[src/rtl/core/icfa_pkg.sv]
package icfa_pkg;

  localparam int unsigned MaxTimings = 1024;
  localparam int unsigned AddrW      = $clog2(MaxTimings);
  localparam int unsigned CountW     = AddrW + 1;

  localparam int unsigned CfgIdxW  = 3;
  localparam int unsigned CfgDataW = 16;

  localparam logic [CfgIdxW-1:0] CfgWindowFraction = 3'd0;
  localparam logic [CfgIdxW-1:0] CfgMinWindow      = 3'd1;
  localparam logic [CfgIdxW-1:0] CfgMinMarkCount   = 3'd2;
  localparam logic [CfgIdxW-1:0] CfgFadeRatioLimit = 3'd3;
  localparam logic [CfgIdxW-1:0] CfgMarkDropFactor = 3'd4;

  // Datapath operations requested by the controller.
  typedef enum logic [3:0] {
    OpNone    = 4'd0,
    OpStore   = 4'd1,
    OpSetup   = 4'd2,
    OpWinAddr = 4'd3,
    OpWinAcc  = 4'd4,
    OpDivInit = 4'd5,
    OpDivStep = 4'd6,
    OpScanAdr = 4'd7,
    OpScanChk = 4'd8,
    OpFinish  = 4'd9
  } op_e;

  // Which quotient the shared divider produces.
  typedef enum logic [1:0] {
    DivHead  = 2'd0,
    DivTail  = 2'd1,
    DivRatio = 2'd2
  } div_sel_e;

  typedef struct packed {
    op_e      op;
    div_sel_e div_sel;
    logic     tail_pass;
  } cmd_t;

  typedef struct packed {
    logic short_cap;
    logic few_marks;
    logic no_ratio;
    logic win_done;
    logic div_done;
    logic scan_done;
    logic no_window;
  } status_t;

  typedef struct packed {
    logic [8:0]  mark_count;
    logic [23:0] head_mean;
    logic [23:0] tail_mean;
    logic [23:0] tail_head_ratio;
    logic        faded;
    logic [25:0] fade_onset_us;
  } result_t;

  localparam int unsigned ResultDataW = 112;

endpackage

[src/rtl/core/icfa_ctrl.sv]
module icfa_ctrl import icfa_pkg::*; (
  input  logic    clk_i,
  input  logic    rst_ni,
  input  logic    in_valid_i,
  input  logic    in_last_i,
  output logic    in_ready_o,
  output logic    out_valid_o,
  input  logic    out_ready_i,
  input  status_t status_i,
  output cmd_t    cmd_o
);

  typedef enum logic [9:0] {
    StIdle  = 10'b0000000001,
    StSetup = 10'b0000000010,
    StWAddr = 10'b0000000100,
    StWRead = 10'b0000001000,
    StWAcc  = 10'b0000010000,
    StDInit = 10'b0000100000,
    StDStep = 10'b0001000000,
    StSAddr = 10'b0010000000,
    StSChk  = 10'b0100000000,
    StOut   = 10'b1000000000
  } state_e;

  state_e state_q, state_d;
  logic tail_q, tail_d;
  div_sel_e sel_q, sel_d;
  logic wait_q, wait_d;

  assign in_ready_o  = (state_q == StIdle);
  assign out_valid_o = (state_q == StOut);

  always_comb begin
    state_d = state_q; tail_d = tail_q; sel_d = sel_q; wait_d = wait_q;
    cmd_o.op = OpNone; cmd_o.div_sel = sel_q; cmd_o.tail_pass = tail_q;
    unique case (state_q)
      StIdle: if (in_valid_i) begin
        cmd_o.op = OpStore;
        if (in_last_i) state_d = StSetup;
      end
      StSetup: begin
        cmd_o.op = OpSetup;
        tail_d = 1'b0;
        state_d = StWAddr;
      end
      StWAddr: begin
        if (status_i.short_cap || status_i.few_marks || status_i.no_window) begin
          state_d = StOut;
        end else begin
          cmd_o.op = OpWinAddr;
          state_d = StWRead;
        end
      end
      StWRead: begin
        state_d = StWAcc;
      end
      StWAcc: begin
        cmd_o.op = OpWinAcc;
        if (status_i.win_done) begin
          if (tail_q) begin
            sel_d = DivHead;
            state_d = StDInit;
          end else begin
            tail_d = 1'b1;
            state_d = StWAddr;
          end
        end else begin
          state_d = StWAddr;
        end
      end
      StDInit: begin
        cmd_o.op = OpDivInit;
        state_d = StDStep;
      end
      StDStep: begin
        cmd_o.op = OpDivStep;
        if (status_i.div_done) begin
          unique case (sel_q)
            DivHead: begin sel_d = DivTail; state_d = StDInit; end
            DivTail: begin
              if (status_i.no_ratio) state_d = StOut;
              else begin sel_d = DivRatio; state_d = StDInit; end
            end
            default: begin wait_d = 1'b1; state_d = StSAddr; end
          endcase
        end
      end
      StSAddr: begin
        if (status_i.scan_done && !wait_q) begin
          state_d = StOut;
        end else begin
          wait_d = 1'b0;
          cmd_o.op = OpScanAdr;
          state_d = StSChk;
        end
      end
      StSChk: begin
        cmd_o.op = OpScanChk;
        state_d = StSAddr;
      end
      StOut: if (out_ready_i) state_d = StIdle;
      default: state_d = StIdle;
    endcase
  end

  always_ff @(posedge clk_i or negedge rst_ni) begin
    if (!rst_ni) begin
      state_q <= StIdle; tail_q <= 1'b0; sel_q <= DivHead; wait_q <= 1'b0;
    end else begin
      state_q <= state_d; tail_q <= tail_d; sel_q <= sel_d; wait_q <= wait_d;
    end
  end

`ifndef NO_ASSERTIONS
  a_onehot: assert property (@(posedge clk_i) disable iff (!rst_ni) $onehot(state_q))
    else $error("state not one-hot");
  a_no_accept_busy: assert property (@(posedge clk_i) disable iff (!rst_ni)
    out_valid_o |-> !in_ready_o) else $error("accepts while result pending");
  a_out_hold: assert property (@(posedge clk_i) disable iff (!rst_ni)
    out_valid_o && !out_ready_i |=> out_valid_o) else $error("result dropped");
`endif

endmodule

[config.mk]
export PLATFORM = sky130hd
export DESIGN_NAME = icfa_ctrl
export DESIGN_NICKNAME = d
export VERILOG_FILES = /design/src/rtl/core/icfa_pkg.sv /design/src/rtl/core/icfa_ctrl.sv
export SDC_FILE = /design/constraint.sdc
export NUM_CORES = 1
export LEC_CHECK = 0
export BUFFER_PORTS_ARGS = -buffer_cell sky130_fd_sc_hd__buf_4
export CAP_MARGIN = 20
export CORE_MARGIN = 2
export CORE_UTILIZATION = 48
export DETAILED_ROUTE_END_ITERATION = 7
export HOLD_SLACK_MARGIN = 0.06
export PLACE_DENSITY = 0.76
export SLEW_MARGIN = 15
export SYNTH_ARGS = -nofsm -noshare
export SYNTH_HDL_FRONTEND = slang
export SYNTH_SLANG_ARGS = --single-unit
[constraint.sdc]
create_clock -name clk_i -period 2.1 [get_ports clk_i]
set_clock_uncertainty 0.1 [all_clocks]
set_input_delay 0.105 -clock clk_i [delete_from_list [all_inputs] [get_ports clk_i]]
set_output_delay 0.105 -clock clk_i [all_outputs]
set_load 0.05 [all_outputs]
Yosys cells after proc, flatten, opt, wreduce, memory -nomap -nowiden --
Index checks and enable logic that the tools add are counted.
Storage, ports and cells: flip-flop bits (word level) 14, RAM bits 0, word-level logic and storage cells 65, input port bits 12, memory bits (read-only) 0, output and inout bits 9, latch bits 0, memories kept 0
Cells by class: shifts and indexed selects 0, $mul 0, add/subtract/negate cells 0, reductions and logical operators 13, eq/ne operators 21, multiplexer cells 27, magnitude comparators 0, divide/modulo/power cells 0, bitwise gates (word level) 0
Operators by type and width (number):
- $pmux 10 s10 | 1
- $mux 10 | 8
- $pmux 4 s8 | 1
- $pmux 10 s2 | 1
- $ne 2x2->1 const B | 7
- $eq 10x1->1 const B | 1
- $eq 10x10->1 const B | 1
- $eq 10x2->1 const B | 1
- $eq 10x3->1 const B | 1
- $eq 10x4->1 const B | 1
- $eq 10x5->1 const B | 1
- $eq 10x6->1 const B | 1
- $eq 10x7->1 const B | 1
- $eq 10x8->1 const B | 1
- $eq 10x9->1 const B | 1
- $mux 2 | 5
- $pmux 2 s2 | 2
- $reduce_and 4->1 | 2
- $mux 6 | 1
- $reduce_and 6->1 | 1
- $reduce_bool 2->1 | 3
- $mux 1 | 5
- $pmux 1 s2 | 2
- $mux 3 | 1
- other kinds (10) | 11

Logic depth before layout (Yosys ltp) --
depth in word-level cells 5, gate-level depth with buffers 6, mapped depth without buffers 4

Least setup slack after synthesis --
Ideal clock, no wire load.
path type reg2out, from register state_q[5], to output out_valid_o, stages on the path, launching flop included 6, path slack -0.698 ns, data arrival time 2.593 ns, data required time 1.895 ns, cells stage by stage dfrtp_1 -> buf_6 -> or2_1 -> buf_6 -> or4_4 -> nor3b_1
Between the ends: word-level cells in the longest chain between the ends 1
RTL lines:
- start: declaration | RTL line icfa_ctrl.sv:26 | state_e state_q, state_d;
- start signal: assignment | RTL line icfa_ctrl.sv:111 | state_q <= state_d; tail_q <= tail_d; sel_q <= sel_d; wait_q <= wait_d;
- $eq 10x10->1 | RTL line icfa_ctrl.sv:32 | assign out_valid_o = (state_q == StOut);
- end: declaration | RTL line icfa_ctrl.sv:7 | output logic out_valid_o,
Every way passes these cells.

==> metrics.md <==
| Metric | Value |
|---|---|
| Max-slew violations | `0` |
| PwrDens | `701 nW/µm²` |
| Combinational share of power | `53.7%` |
| Reg2reg end | `sel_q[0]` |
| Router iterations before antenna repair | `4` |
| Data required time of the worst path | `1.89 ns` |
| Layout area overhead | `49.0%` |
| Synth Register Bits | `14` |
| Most frequent cells in the layout | `buf_4 (32), dlygate4sd3_1 (9), dfrtp_1 (9)` |
| Critical Path Start | `state_q[2]` |
| Count of different cell masters after synthesis | `42` |
| CP Depth | `5` |
| N_diodes | `0` |
| Layout cells sized above 1 | `45.6%` |
| Synth top area cells | `dfrtp_1 (33%), or4_4 (3.4%), and4b_1 (3.0%)` |
| Fin cells | `174` |
| Worst-path clk slew | `0.08 ns` |
| Worst Path Arrival | `2.10 ns` |
| Reg power frac | `30.7%` |
| Initial DRC count | `31` |
| Int Power | `0.637 mW` |
| Synth Area per Inst | `9.98 µm²` |
| Critical-path cell list | `or4_4, nor3_1, nand3b_1, nand3_1, buf_6` |
| Sequential area share after synthesis | `35.2%` |
| CP top delay family | `simple AND/OR/NAND/NOR gates` |
| Antenna viol nets, final | `0` |
| Setup ws final | `-0.201 ns` |
| Fin nets | `160` |
| Vias/cell | `5.89` |
| Routability Congestion | `0.862` |
| Syn Inst Count | `100` |
| R2r setup slk | `-0.11 ns` |
| DIE WIDTH | `49.6 µm` |
| Gr usage total | `26.5%` |
| DP Cell Count | `149` |
| Post-synth top flop | `dfrtp_1` |
| GRT overflow | `0` |
| CP max stage cell | `or4_4` |
| Startpoint Class | `flip-flop` |
| Leak pwr | `0.708 nW` |
| Vias in the first global route | `1051` |
| Root buf cell | `clkbuf_4` |
| Hold Fails Final Rpt | `0` |
| CTS H-tree depth | `1` |
| CTS buffer count | `3` |
| Sink Count | `14` |
| Syn nets | `112` |
| Initial antenna violation count | `0` |
| Setup crit end | `cmd_o[4]` |
| Commonest non-fill, non-tap cell in the layout | `buf_4` |
| Kind of end point of the critical path | `primary output` |
| DRC | `0` |
| Core area | `1960 µm²` |
| Worst slew margin | `71.6%` |
| DR WL/cell | `17.3 µm` |
| # IOs | `21` |
| Die area | `2460 µm²` |
| Total number of vias | `1024` |
| Worst-Margin Slew | `0.422 ns` |
| EDFF count, synth | `0` |
| Fin Setup TNS | `-0.890 ns` |
| VDD IR-drop max | `0.443 mV` |
| R2R cell count | `5` |
| Clk pwr share | `15.6%` |
| Share of the synthesized area in the top cell type | `32.6%` |
| CTS tree | `built` |
| Clock Latency Late Sink | `0.28 ns` |
| Maximum root-to-sink buffer count | `2` |
| RR Startpoint | `state_q[9]` |
| Height of the chip | `49.6 µm` |
| First-pass GRT wire length | `4.91 mm` |
| Largest net degree at the start of global routing | `15` |
| Max cap viols | `0` |
| Final setup vio count | `8` |
| Fmax | `0.435 GHz` |
| Area of the mapped netlist | `998 µm²` |
| CP Class | `reg -> out` |
| Rows | `16` |
| Switch Pwr | `0.406 mW` |
| Crit Path Max Fanout | `6` |
| Initial Utilization | `50.9%` |
| Area leader, netlist | `dfrtp_1` |
| Post-synth ARST share | `100%` |
| Status | `finished with violations` |
| Period utilization | `110%` |
| Min Tclk post-route | `2.30 ns` |
| Util after Layout | `75.8%` |
| Sw Share | `38.9%` |
| Slowest Stage Delay on Critical Path | `0.61 ns` |
| Placed wire-length estimate | `1.88 mm` |
| HP Class | `in -> reg` |
| Failing checks | `setup timing` |
| YS warnings | `0` |
| RSZ-0062 raised after global routing | `true` |
| Post-Route WL | `3.02 mm` |
| CP bufs+invs | `1` |
| IO Port Bufs | `20` |
## power by group through the flow
stage                     registers [mW]  logic, mW  clock network [mW]
after global routing               0.324      0.596               0.182
after detailed placement           0.324      0.394                   0
final                              0.321      0.560               0.163
after CTS                          0.318      0.511               0.166
after floorplan                    0.318      0.285                   0
after global placement             0.325      0.386                   0
## cell type report
cell class	count	area (µm²)
inverter	2	7.51
sequential	14	357
clock buffer	4	26.3
timing repair buffer	48	417
tap	27	33.8
multi-input combinational	79	647
fill	147	474
## cells by family after synthesis
| family | share of synthesized area (%) |
|---|---|
| AO/OA/AOI/OAI | 11.9 |
| buffers and inverters | 4.76 |
| XOR/XNOR | 2.63 |
| flip-flops | 35.2 |
| multiplexers | 3.51 |
| AND/OR/NAND/NOR | 42.0 |
## synth_stat cells, types with 2 or more instances
cell,count
nand3b_1,2
inv_1,2
nor3b_1,4
dfrtp_1,13
nand2b_1,3
o32ai_1,2
buf_6,2
nand2_1,8
or2_2,4
or4_4,3
xnor2_1,2
nand3_1,4
nor4_1,3
mux2i_1,2
buf_2,2
and4b_1,3
and3_1,2
nor2_1,4
nor3_1,4
a21oi_1,3
or3_1,3
o21a_1,3
or2_1,2
o21ai_0,2
## state kept, by name (all words and copies together) (netlist names)
signal	count
tail_q	1
wait_q	1
sel_q	2
state_q	10
## what timing repair did
action,in CTS,in global routing
hold buffers,9,0
gates cloned,0,0
setup buffers,11,1
resized for setup,15,4
hold endpoints to repair,20,0
pin swaps,6,4
endpoints found under the setup margin,6,9
## layer usage
metal	GRT usage, %	vias up	wire length (µm)
met5	0	-	0
met4	11.6	0	59
met3	3.94	6	135
met2	44.7	39	1540
met1	33.3	508	1280
li1	-	471	-
## how the worst min path moves through the flow
stage	cells after the start	startpoint	end	slack, ns
floorplan	0	rst_ni	sel_q[0]	-0.29
global placement	1	rst_ni	sel_q[1]	-0.13
detailed placement	1	rst_ni	sel_q[1]	-0.13
CTS	3	out_ready_i	state_q[9]	0.08
global route	3	out_ready_i	state_q[9]	0.09
finish	3	out_ready_i	state_q[9]	0.09
## worst register-to-register path, stage by stage (launching register included)
cell	delay, ns
dfrtp_2	0.42
buf_4	0.15
nor4_2	0.42
nand2_1	0.15
or4_4	0.57
mux2_4	0.31
## metrics by stage
| step | hold slack (ns) | power [mW] | worst slack, ns | instance area, µm² |
|---|---|---|---|---|
| 2_1_floorplan | -0.291 | 0.602 | -0.260 | 1020 |
| 3_3_place_gp | -0.131 | 0.711 | -0.00241 | 1210 |
| 3_5_place_dp | -0.130 | 0.717 | -0.0168 | 1210 |
| 4_1_cts | 0.0780 | 0.995 | -0.105 | 1460 |
| 5_1_grt | 0.0881 | 1.10 | -0.237 | 1490 |
| 6_report | 0.0910 | 1.04 | -0.201 | 1490 |
No activity file was read; power rests on OpenSTA's default activity.
